[src/sv/iirdf1_pkg.sv]
// ----------------------------------------------------------------------------
// iirdf1_pkg
// Shared constants for the direct form I IIR filter: defaults, coefficient
// format and register map.
// ----------------------------------------------------------------------------
`default_nettype none

package iirdf1_pkg;

	localparam int TAPS_DEF         = 4;
	localparam int SAMPLE_WIDTH_DEF = 16;

	localparam int COUNT_W   = 8;   // period count field
	localparam int COEF_W    = 18;  // Q4.14 coefficients
	localparam int FRAC_BITS = 14;
	localparam int REG_TAPS  = 4;   // taps that have coefficient registers

	localparam int NUM_REGS = 7;
	localparam int ADDR_W   = 5;
	localparam int DATA_W   = 32;
	localparam int IDX_W    = 3;

	// register map: b0..b3 then a1..a3
	localparam logic [IDX_W-1:0] REG_B0 = 3'd0;
	localparam logic [IDX_W-1:0] REG_A1 = 3'd4;

	localparam logic signed [COEF_W-1:0] COEF_B0_RST = 18'sd16384;

endpackage

`default_nettype wire

[src/sv/iirdf1_in_if.sv]
// ----------------------------------------------------------------------------
// iirdf1_in_if
// Input sample channel: valid/ready with sample and period count.
// ----------------------------------------------------------------------------
`default_nettype none

interface iirdf1_in_if #(
	parameter int SAMPLE_WIDTH = iirdf1_pkg::SAMPLE_WIDTH_DEF
);
	logic                                 valid;
	logic                                 ready;
	logic signed [SAMPLE_WIDTH-1:0]       sample;
	logic        [iirdf1_pkg::COUNT_W-1:0] period_count;

	modport source (output valid, output sample, output period_count, input ready);
	modport sink   (input valid, input sample, input period_count, output ready);
endinterface

`default_nettype wire

[src/sv/iirdf1_out_if.sv]
// ----------------------------------------------------------------------------
// iirdf1_out_if
// Result channel: valid/ready with filtered output and saturation flag.
// ----------------------------------------------------------------------------
`default_nettype none

interface iirdf1_out_if #(
	parameter int SAMPLE_WIDTH = iirdf1_pkg::SAMPLE_WIDTH_DEF
);
	logic                           valid;
	logic                           ready;
	logic signed [SAMPLE_WIDTH-1:0] filtered;
	logic                           saturated;

	modport source (output valid, output filtered, output saturated, input ready);
	modport sink   (input valid, input filtered, input saturated, output ready);
endinterface

`default_nettype wire

[src/sv/iir_direct_form_one_filter_top.sv]
// ----------------------------------------------------------------------------
// iir_direct_form_one_filter_top
// Direct form I IIR filter with one shared multiply-accumulate unit.
// ----------------------------------------------------------------------------
// Each input transfer runs max(period_count,1) filter steps: the held previous
// sample for all but the last step, the new sample for the last. A step, with
// NB = min(TAPS,4), is a history shift, then 2*NB-1 coefficient/history
// products fed one per cycle through the single registered multiplier, an
// add of the last product, and a round and saturate. After the last step the
// result register loads once it is free. The input is not ready while an item
// is in flight; the result register lets the next item start while a result
// waits. Coefficients are Q4.14 APB registers at byte address 4*i (b0..b3,
// a1..a3), to be written only while idle; the block does not enforce this.
// ----------------------------------------------------------------------------
`default_nettype none

module iir_direct_form_one_filter_top #(
	parameter int TAPS         = iirdf1_pkg::TAPS_DEF,
	parameter int SAMPLE_WIDTH = iirdf1_pkg::SAMPLE_WIDTH_DEF
) (
	input  wire logic                          clk,
	input  wire logic                          arst_n,
	iirdf1_in_if.sink                          in_ch,
	iirdf1_out_if.source                       out_ch,
	input  wire logic                          psel,
	input  wire logic                          penable,
	input  wire logic                          pwrite,
	input  wire logic [iirdf1_pkg::ADDR_W-1:0] paddr,
	input  wire logic [iirdf1_pkg::DATA_W-1:0] pwdata,
	output logic      [iirdf1_pkg::DATA_W-1:0] prdata,
	output logic                               pready
);
	import iirdf1_pkg::*;

	localparam int NB      = (TAPS < REG_TAPS) ? TAPS : REG_TAPS;
	localparam int NTERM   = 2 * NB - 1;
	localparam int TERM_W  = $clog2(NTERM);
	localparam int PROD_W  = COEF_W + SAMPLE_WIDTH;
	localparam int ACC_W   = PROD_W + 4;
	localparam int QW      = ACC_W - FRAC_BITS;
	localparam logic [TERM_W-1:0] LAST_TERM = TERM_W'(NTERM - 1);
	localparam logic signed [ACC_W-1:0] RND = ACC_W'(1) <<< (FRAC_BITS - 1);
	localparam logic signed [QW-1:0] Q_HI = QW'((64'sd1 <<< (SAMPLE_WIDTH - 1)) - 1);
	localparam logic signed [QW-1:0] Q_LO = -Q_HI - QW'(1);

	typedef enum logic [2:0] {
		ST_IDLE, ST_SHIFT, ST_MAC, ST_ADD, ST_ROUND, ST_FINISH
	} state_t;

	// ---------------- configuration registers ----------------
	logic signed [COEF_W-1:0] coef_q [NUM_REGS];
	logic        [IDX_W-1:0]  widx;

	assign widx   = paddr[ADDR_W-1:2];
	assign pready = 1'b1;

	always_ff @(posedge clk or negedge arst_n) begin
		if (!arst_n) begin
			for (int i = 0; i < NUM_REGS; i++)
				coef_q[i] <= (IDX_W'(i) == REG_B0) ? COEF_B0_RST : '0;
		end else if (psel && penable && pwrite && pready) begin
			for (int i = 0; i < NUM_REGS; i++)
				if (widx == IDX_W'(i)) coef_q[i] <= pwdata[COEF_W-1:0];
		end
	end

	always_comb begin
		prdata = '0;
		for (int i = 0; i < NUM_REGS; i++)
			if (widx == IDX_W'(i))
				prdata = {{(DATA_W-COEF_W){coef_q[i][COEF_W-1]}}, coef_q[i]};
	end

	// ---------------- datapath and sequencer ----------------
	state_t                         state_q;
	logic signed [SAMPLE_WIDTH-1:0] xh_q [TAPS];
	logic signed [SAMPLE_WIDTH-1:0] yh_q [TAPS];
	logic signed [SAMPLE_WIDTH-1:0] sample_q;
	logic signed [SAMPLE_WIDTH-1:0] held_q;
	logic        [COUNT_W-1:0]      steps_q;
	logic        [TERM_W-1:0]       term_q;
	logic                           clip_q;
	logic signed [ACC_W-1:0]        acc_q;
	logic signed [PROD_W-1:0]       prod_s1;
	logic                           sub_s1;
	logic                           pvld_s1;
	logic                           out_vld_q;
	logic signed [SAMPLE_WIDTH-1:0] out_y_q;
	logic                           out_sat_q;

	logic signed [COEF_W-1:0]       mul_coef;
	logic signed [SAMPLE_WIDTH-1:0] mul_data;
	logic signed [PROD_W-1:0]       mul_prod;
	logic signed [ACC_W-1:0]        prod_ext;
	logic signed [ACC_W-1:0]        addend;
	logic signed [ACC_W-1:0]        rnd_sum;
	logic signed [QW-1:0]           q_full;
	logic signed [SAMPLE_WIDTH-1:0] q_sat;
	logic                           q_clip;
	logic signed [SAMPLE_WIDTH-1:0] x_new;
	logic                           out_free;

	// term order: b0..b(NB-1) on inputs, then a1..a(NB-1) on outputs
	always_comb begin
		mul_coef = '0;
		mul_data = '0;
		for (int k = 0; k < NB; k++)
			if (term_q == TERM_W'(k)) begin
				mul_coef = coef_q[REG_B0 + IDX_W'(k)];
				mul_data = xh_q[k];
			end
		for (int k = 1; k < NB; k++)
			if (term_q == TERM_W'(NB - 1 + k)) begin
				mul_coef = coef_q[REG_A1 + IDX_W'(k - 1)];
				mul_data = yh_q[k];
			end
	end

	assign mul_prod = mul_coef * mul_data;
	assign prod_ext = {{(ACC_W-PROD_W){prod_s1[PROD_W-1]}}, prod_s1};
	assign addend   = pvld_s1 ? (sub_s1 ? -prod_ext : prod_ext) : '0;

	// round half up, then floor shift
	assign rnd_sum = acc_q + RND;
	assign q_full  = rnd_sum[ACC_W-1:FRAC_BITS];

	always_comb begin
		q_clip = 1'b0;
		q_sat  = q_full[SAMPLE_WIDTH-1:0];
		if (q_full > Q_HI) begin
			q_sat  = Q_HI[SAMPLE_WIDTH-1:0];
			q_clip = 1'b1;
		end else if (q_full < Q_LO) begin
			q_sat  = Q_LO[SAMPLE_WIDTH-1:0];
			q_clip = 1'b1;
		end
	end

	assign x_new    = (steps_q == COUNT_W'(1)) ? sample_q : held_q;
	assign out_free = !out_vld_q || out_ch.ready;

	assign in_ch.ready      = (state_q == ST_IDLE);
	assign out_ch.valid     = out_vld_q;
	assign out_ch.filtered  = out_y_q;
	assign out_ch.saturated = out_sat_q;

	always_ff @(posedge clk or negedge arst_n) begin
		if (!arst_n) begin
			state_q   <= ST_IDLE;
			sample_q  <= '0;
			held_q    <= '0;
			steps_q   <= '0;
			term_q    <= '0;
			clip_q    <= 1'b0;
			acc_q     <= '0;
			prod_s1   <= '0;
			sub_s1    <= 1'b0;
			pvld_s1   <= 1'b0;
			out_vld_q <= 1'b0;
			out_y_q   <= '0;
			out_sat_q <= 1'b0;
			for (int k = 0; k < TAPS; k++) begin
				xh_q[k] <= '0;
				yh_q[k] <= '0;
			end
		end else begin
			// result register: loads in finish, drains on a result transfer
			out_vld_q <= (state_q == ST_FINISH && out_free) || (out_vld_q && !out_ch.ready);
			pvld_s1   <= (state_q == ST_MAC);
			acc_q     <= (state_q == ST_SHIFT) ? '0 : acc_q + addend;
			case (state_q)
				ST_IDLE: begin
					if (in_ch.valid) begin
						sample_q <= in_ch.sample;
						held_q   <= xh_q[0];
						steps_q  <= (in_ch.period_count == '0) ? COUNT_W'(1)
						                                       : in_ch.period_count;
						clip_q   <= 1'b0;
						state_q  <= ST_SHIFT;
					end
				end
				ST_SHIFT: begin
					for (int k = TAPS - 1; k > 0; k--) begin
						xh_q[k] <= xh_q[k-1];
						yh_q[k] <= yh_q[k-1];
					end
					xh_q[0] <= x_new;
					yh_q[0] <= '0;
					term_q  <= '0;
					state_q <= ST_MAC;
				end
				ST_MAC: begin
					prod_s1 <= mul_prod;
					sub_s1  <= (term_q >= TERM_W'(NB));
					if (term_q == LAST_TERM) state_q <= ST_ADD;
					else term_q <= term_q + TERM_W'(1);
				end
				ST_ADD: begin
					state_q <= ST_ROUND;
				end
				ST_ROUND: begin
					yh_q[0] <= q_sat;
					clip_q  <= clip_q | q_clip;
					if (steps_q == COUNT_W'(1)) begin
						state_q <= ST_FINISH;
					end else begin
						steps_q <= steps_q - COUNT_W'(1);
						state_q <= ST_SHIFT;
					end
				end
				ST_FINISH: begin
					if (out_free) begin
						out_y_q   <= yh_q[0];
						out_sat_q <= clip_q;
						state_q   <= ST_IDLE;
					end
				end
				default: state_q <= ST_IDLE;
			endcase
		end
	end

	// ---------------- assertions ----------------
	a_busy_after_xfer: assert property (@(posedge clk) disable iff (!arst_n)
		(in_ch.valid && in_ch.ready) |=> !in_ch.ready)
		else $error("input ready while an item is in flight");

	a_steps_nonzero: assert property (@(posedge clk) disable iff (!arst_n)
		(state_q != ST_IDLE) |-> (steps_q != '0))
		else $error("step counter is zero while busy");

	a_term_range: assert property (@(posedge clk) disable iff (!arst_n)
		(state_q == ST_MAC) |-> (term_q <= LAST_TERM))
		else $error("term index out of range");

	a_result_load: assert property (@(posedge clk) disable iff (!arst_n)
		$rose(out_vld_q) |-> $past(state_q == ST_FINISH))
		else $error("result register loaded outside finish");

	a_last_product: assert property (@(posedge clk) disable iff (!arst_n)
		(state_q == ST_ADD) |-> pvld_s1)
		else $error("last product missing before rounding");

endmodule

`default_nettype wire
[src/flat_wrapper.sv]
// flat-port wrapper written by rule: the top's interface ports become plain ports
module iir_direct_form_one_filter_top_flat import iirdf1_pkg::*;
#(
	parameter int TAPS         = iirdf1_pkg::TAPS_DEF,
	parameter int SAMPLE_WIDTH = iirdf1_pkg::SAMPLE_WIDTH_DEF
)
  (clk, arst_n, psel, penable, pwrite, paddr, pwdata, prdata, pready, in_ch_valid, in_ch_sample, in_ch_period_count, in_ch_ready, out_ch_valid, out_ch_filtered, out_ch_saturated, out_ch_ready);
  iirdf1_in_if #(.SAMPLE_WIDTH(SAMPLE_WIDTH)) in_ch_i ();
  iirdf1_out_if #(.SAMPLE_WIDTH(SAMPLE_WIDTH)) out_ch_i ();
  input  wire logic clk;
  input  wire logic arst_n;
  input  wire logic psel;
  input  wire logic penable;
  input  wire logic pwrite;
  input  wire logic [iirdf1_pkg::ADDR_W-1:0] paddr;
  input  wire logic [iirdf1_pkg::DATA_W-1:0] pwdata;
  output logic      [iirdf1_pkg::DATA_W-1:0] prdata;
  output logic pready;
  input wire logic [$bits(in_ch_i.valid)-1:0] in_ch_valid;
  input wire logic [$bits(in_ch_i.sample)-1:0] in_ch_sample;
  input wire logic [$bits(in_ch_i.period_count)-1:0] in_ch_period_count;
  output wire logic [$bits(in_ch_i.ready)-1:0] in_ch_ready;
  output wire logic [$bits(out_ch_i.valid)-1:0] out_ch_valid;
  output wire logic [$bits(out_ch_i.filtered)-1:0] out_ch_filtered;
  output wire logic [$bits(out_ch_i.saturated)-1:0] out_ch_saturated;
  input wire logic [$bits(out_ch_i.ready)-1:0] out_ch_ready;
  assign in_ch_i.valid = in_ch_valid;
  assign in_ch_i.sample = in_ch_sample;
  assign in_ch_i.period_count = in_ch_period_count;
  assign in_ch_ready = in_ch_i.ready;
  assign out_ch_valid = out_ch_i.valid;
  assign out_ch_filtered = out_ch_i.filtered;
  assign out_ch_saturated = out_ch_i.saturated;
  assign out_ch_i.ready = out_ch_ready;
  iir_direct_form_one_filter_top #(.TAPS(TAPS), .SAMPLE_WIDTH(SAMPLE_WIDTH)) u_core (.clk(clk), .arst_n(arst_n), .in_ch(in_ch_i), .out_ch(out_ch_i), .psel(psel), .penable(penable), .pwrite(pwrite), .paddr(paddr), .pwdata(pwdata), .prdata(prdata), .pready(pready));
endmodule
[config.mk]
export PLATFORM = sky130hd
export DESIGN_NAME = iir_direct_form_one_filter_top_flat
export DESIGN_NICKNAME = d
export VERILOG_FILES = /design/src/sv/iirdf1_pkg.sv /design/src/sv/iirdf1_in_if.sv /design/src/sv/iirdf1_out_if.sv /design/src/sv/iir_direct_form_one_filter_top.sv /design/src/flat_wrapper.sv
export SDC_FILE = /design/constraint.sdc
export NUM_CORES = 2
export LEC_CHECK = 0
export ABC_AREA = 1
export BUFFER_PORTS_ARGS = -buffer_cell sky130_fd_sc_hd__buf_4
export CORE_MARGIN = 2
export CORE_UTILIZATION = 41
export CTS_CLUSTER_DIAMETER = 200
export CTS_CLUSTER_SIZE = 28
export DETAILED_ROUTE_END_ITERATION = 8
export PLACE_DENSITY_LB_ADDON = 0.08
export SLEW_MARGIN = 20
export SYNTH_ARGS = -nofsm -noshare
export SYNTH_HDL_FRONTEND = slang
export SYNTH_SLANG_ARGS = --single-unit
[constraint.sdc]
create_clock -name clk -period 11.19 [get_ports clk]
set_clock_uncertainty 0.05 [all_clocks]
set_input_delay 1.6785 -clock clk [delete_from_list [all_inputs] [get_ports clk]]
set_output_delay 1.6785 -clock clk [all_outputs]
set_load 0.02 [all_outputs]
# Word level (Yosys, flattened, before mapping)
# Cells that the tools add are included.
# word_totals
ff_bits,393
elab_cells,132
output_inout_bits,52
in_bits,68
# classes
mul,1
addsub,5
n_lt_le_gt_ge,3
muxes,43
bitwise,1
reduce_logical,28
eq_ne,23
# op_table
op,n
32-bit two-way mux,7
16-bit two-way mux,10
18-bit two-way mux,7
38-bit two-way mux,3
"38-bit by 15-bit adder with 38-bit output, second input constant",1
38-bit adder,1
38-bit negator,1
18-bit by 16-bit multiplier with 34-bit output,1
16-bit one-hot mux with 2 select lines,1
"3-bit == test, second input constant",8
"24-bit by 16-bit greater-than comparator with 1-bit output, second input constant",1
"24-bit by 16-bit less-than comparator with 1-bit output, second input constant",1
8-bit two-way mux,3
2-bit AND reduction,11
"3-bit by 2-bit == test with 1-bit output, second input constant",6
3-bit one-hot mux with 6 select lines,1
8-bit one-hot mux with 2 select lines,1
3-bit two-way mux,5
"3-bit by 1-bit == test with 1-bit output, second input constant",3
3-bit zero test,3
"8-bit by 1-bit == test with 1-bit output, second input constant",1
8-bit zero test,1
"8-bit by 1-bit subtractor with 8-bit output, second input constant",1
"2-bit != test, second input constant",3
other kinds (12),23

# Longest topological paths before layout
# depth
ltp_word,9
depth_mapped,39
ltp_nobuf,38

# Least setup slack after synthesis
# Ideal clock, no wire load.
# synth_path
kind,register -> register
from,register u_core.term_q[0]
to,register u_core.prod_s1[25]
arrival_time_ns,6.713
period_less_slack_ns,6.896
required_ns,11.007
n_path_buf,2
path_slack_ns,4.294
setup_ns,0.133
stages_incl_launch_ff,30
cell_sequence,dfrtp_1 ha_1 ha_1 clkbuf_1 inv_2 buf_2 o211ai_1 nand3_1 nand3_1 a21oi_2 nand2_1 fa_1 inv_1 fa_1 fa_1 fa_1 fa_1 inv_1 fa_1 inv_1 ha_1 nand2_1 nor2_1 inv_1 nor3_1 nand4_1 nand3_1 nand2_1 nand3_1 o21ai_0
# synth_via
elab_chain_len,9
elab_cells_between_ends,22
cone_classes,mul: 1; eq/ne: 6; mux: 14; reduce/logical: 1
# synth_lines
element,line_no,source
"start, declared",iir_direct_form_one_filter_top.sv:81,logic [TERM_W-1:0] term_q;
"start signal, assigned",iir_direct_form_one_filter_top.sv:196,else term_q <= term_q + TERM_W'(1);
3-bit zero test,iir_direct_form_one_filter_top.sv:108,if (term_q == TERM_W'(k)) begin
18-bit two-way mux / 16-bit two-way mux (equally long branches) (4 in series),iir_direct_form_one_filter_top.sv:108,
18-bit two-way mux / 16-bit two-way mux (equally long branches) (3 in series),iir_direct_form_one_filter_top.sv:113,if (term_q == TERM_W'(NB - 1 + k)) begin
18-bit by 16-bit multiplier with 34-bit output *,iir_direct_form_one_filter_top.sv:119,assign mul_prod = mul_coef * mul_data;
"end signal, assigned",iir_direct_form_one_filter_top.sv:193,prod_s1 <= mul_prod;
"end, declared",iir_direct_form_one_filter_top.sv:84,logic signed [PROD_W-1:0] prod_s1;
# Mark *: on every way between the ends. The rest lies on a longest branch, timed or not.
# A chain may end at the register's enable or synchronous reset.

# Worst setup path in the final report
# layout_path
from,register u_core.term_q[1]
to,register u_core.prod_s1[33]
# Same word-level chain as after synthesis.

==> results.yml <==
die:
  core_um2: 80400
  die_h_um: 289
  ios: 120
  std_cell_rows: 104
  initial_utilization: 0.414
  die_width_um: 289
  die-area_um2: 83400
routing:
  drc: 0
  vias: 27900
  dr.pass1.iters: 7
  first_iter_violations: 2031
  routed_wl_um: 101000
  ant_nets: 0
  vias_per_cell: 5.16
  wl_per_cell_um: 18.6
setup_path:
  r2r-start: "u_core.term_q[1]$_DFFE_PN0P_"
  path_max_fanout: 18
  crit_slowest_cell: "inv_1"
  r2r_slack_ns: 2.27
  critPathKind: "reg2reg"
  crit_path_start_kind: "flop"
  r2r-end: "u_core.prod_s1[33]$_DFFE_PN0P_"
  crit_arrival_ns: 9.31
  crit_path_frequent_cell: "nand2_1"
  cpPeakStageDelay_ns: 0.67
  cp.required_ns: 11.58
  cp-end-kind: "flop"
  worst-r2r-cell-count: 34
  worst_setup_path_startpoint: "u_core.term_q[1]$_DFFE_PN0P_"
synth:
  syn_inst: 4351
  ys_types: 61
  yosysSeqAreaShare: 0.296
  synth-seq-cells: 393
  yosys.area_share.simple: 0.217
  synthXorXnorAreaFrac: 0.0126
  synthesis.area_um2: 33300
  synth_top_family_by_area: "adder cells"
  synth.mux.area_fraction: 0.00102
  ys.flop_type: "dfrtp_1"
  async_reset_ff_frac: 1.00
  synth-compound-area-share: 0.136
  yosys_warnings: 0
  syn_avg_cell_area_um2: 7.65
  synth_edf_count: 0
  synth_fp_nets: 4842
  synthAdderAreaFrac: 0.225
timing:
  rsz0062_at_grt: "no"
  final.min_clock_period_ns: 8.92
  fin_ws_ns: 2.27
  worst_pin_slew_ns: 0.953
  max_freq_mhz: 112
  hold_viol: 0
  maxSlewViolCount: 0
  finalSetupViolCount: 0
  fin_crit_sh: 0.797
  setup_tns_ns: 0
  timing.max_slew.rel_slack: 0.364
layout:
  final_nets: 4830
  antenna_cells: 0
  syn_to_final_growth_pct: 6.27
  final_util: 0.440
  final_common_cell: "nand2_1"
  mostFrequentLayoutCells: "nand2_1, inv_1, nor2_1"
  drive_gt1_frac: 0.0645
grt:
  antenna_found_initial: 0
  grt_max_degree: 155
  grt_pass1_wl_um: 161000
  grt_pass1_vias: 28000
  track_usage: 0.248
  overflow: 0
min_path:
  min_to: "u_core.xh_q[1]$_DFFE_PN0P_"
  worstHoldStart: "u_core.xh_q[1]$_DFFE_PN0P_"
  hold_class: "reg2reg"
  holdPathStages: 2
clock_tree:
  cts_sinks: 393
  cts_resized: 0
  path_clk_slew_ns: 0.11
  insertion_delay_ns: 0.60
  cts_max_level: 1
  cts_setup_buffers: 0
  cts_buffers: 18
  cts_hold_buf: 0
  cts_tree: "yes"
  clock_path_buffers: 3
  root_buffer: "clkbuf_16"
placement:
  place_ws_ns: 2.23
  place_congestion: 0.945
  port_buffers: 102
  dp_hpwl_um: 75200
flow_run:
  max_cap_viol_count: 0
outcome:
  status: "finished, final reports clean"
[logic make-up (layout without fill, tap and decap cells)]
family          count (synthesis)  in the layout
xor+xnor                       48             48
flops                         393            393
buf+inv                       937            930
compound gates                791            791
fa+ha+maj                     423            423
simple gates                 1755           1755
mux                             3              3
other cells                     1              1
[critical path, delay by kind of cell (launching register included)]
kind                     cells  cell delay, ns
AO/OA/AOI/OAI                5            1.03
adder cells (fa/ha/maj)      8            3.88
buffers and inverters        8            1.40
flip-flops                   1            0.41
AND/OR/NAND/NOR             13            1.96
[cell type report]
cell class,instances,area (um2)
Tap cell,1060,1330
Clock inverter,3,58.8
Timing Repair Buffer,137,1050
Multi-Input combinational cell,3021,19700
Clock buffer,22,475
Fill cell,8328,45100
Inverter,768,2900
Sequential cell,393,9840
[registers in the layout (all words and copies together) (netlist names)]
name and cells:
u_core.held_q 16, u_core.steps_q 8, u_core.state_q 3, u_core.xh_q 64, u_core.term_q 3, u_core.out_ch.filtered 16
u_core.pvld_s1 1, u_core.coef_q 126, u_core.sub_s1 1, u_core.sample_q 16, u_core.clip_q 1, u_core.yh_q 64
u_core.out_ch.saturated 1, u_core.prod_s1 34, u_core.out_ch.valid 1, u_core.acc_q 38
[cells in the mapped netlist (4+ instances only)]
cell / n / area, um2
nand2_1: 1046 / 3930
inv_1: 737 / 2770
nor2_1: 417 / 1570
o21ai_0: 402 / 2010
dfrtp_1: 392 / 9810
fa_1: 291 / 5830
a21oi_1: 173 / 866
nand3_1: 151 / 756
ha_1: 132 / 1650
clkbuf_1: 92 / 345
o211ai_1: 62 / 465
o22ai_1: 41 / 257
nor3_1: 39 / 195
buf_2: 37 / 185
xor2_1: 27 / 236
inv_2: 25 / 93.8
xnor2_1: 21 / 184
buf_4: 20 / 150
a221oi_1: 16 / 140
a31oi_1: 15 / 93.8
nand2_2: 15 / 93.8
a22oi_1: 13 / 97.6
nand3b_1: 13 / 97.6
nand4_1: 13 / 81.3
or2_2: 12 / 75.1
buf_6: 11 / 124
o2111ai_1: 11 / 96.3
nor4_1: 10 / 62.6
a21o_1: 9 / 67.6
nor2_2: 9 / 56.3
o21ai_2: 9 / 78.8
nand3_2: 7 / 70.1
buf_1: 6 / 22.5
nor3_2: 6 / 60.1
a21oi_2: 5 / 43.8
nand2_4: 5 / 56.3
o21ai_1: 5 / 25.0
o21bai_1: 5 / 37.5
o221ai_1: 5 / 43.8
a21boi_0: 4 / 30.0
clkinv_1: 4 / 15.0
nor2_4: 4 / 45.0
o21a_1: 4 / 30.0
[per-stage QoR]
step	cell area, um2	hold slack, ns	instances
2_1_floorplan	33300	0.392	4351
3_3_place_gp	34800	0.404	5379
3_5_place_dp	34800	0.408	5379
6_report	35400	0.433	5404
4_1_cts	35400	0.436	5404
5_1_grt	35400	0.455	5404
[worst max path at each step]
| stage | cells past startpoint | endpoint | slack (ns) |
|---|---|---|---|
| floorplan | 29 | u_core.prod_s1[25]$_DFFE_PN0P_ | 4.29 |
| global placement | 32 | u_core.prod_s1[21]$_DFFE_PN0P_ | 2.31 |
| detailed placement | 32 | u_core.prod_s1[25]$_DFFE_PN0P_ | 2.23 |
| CTS | 32 | u_core.prod_s1[25]$_DFFE_PN0P_ | 2.24 |
| global route | 32 | u_core.prod_s1[25]$_DFFE_PN0P_ | 1.67 |
| finish | 34 | u_core.prod_s1[33]$_DFFE_PN0P_ | 2.27 |
[layer usage]
layer / GRT usage / up-vias / share of wire
li1: - / 13600 / -
met1: 0.361 / 13500 / 0.48
met2: 0.399 / 661 / 0.45
met3: 0.0225 / 110 / 0.047
met4: 0.0603 / 0 / 0.025
met5: 0 / - / 0
Power is not shown: default switching activity piles up to over one toggle a cycle in this logic, so the estimate is an artifact.
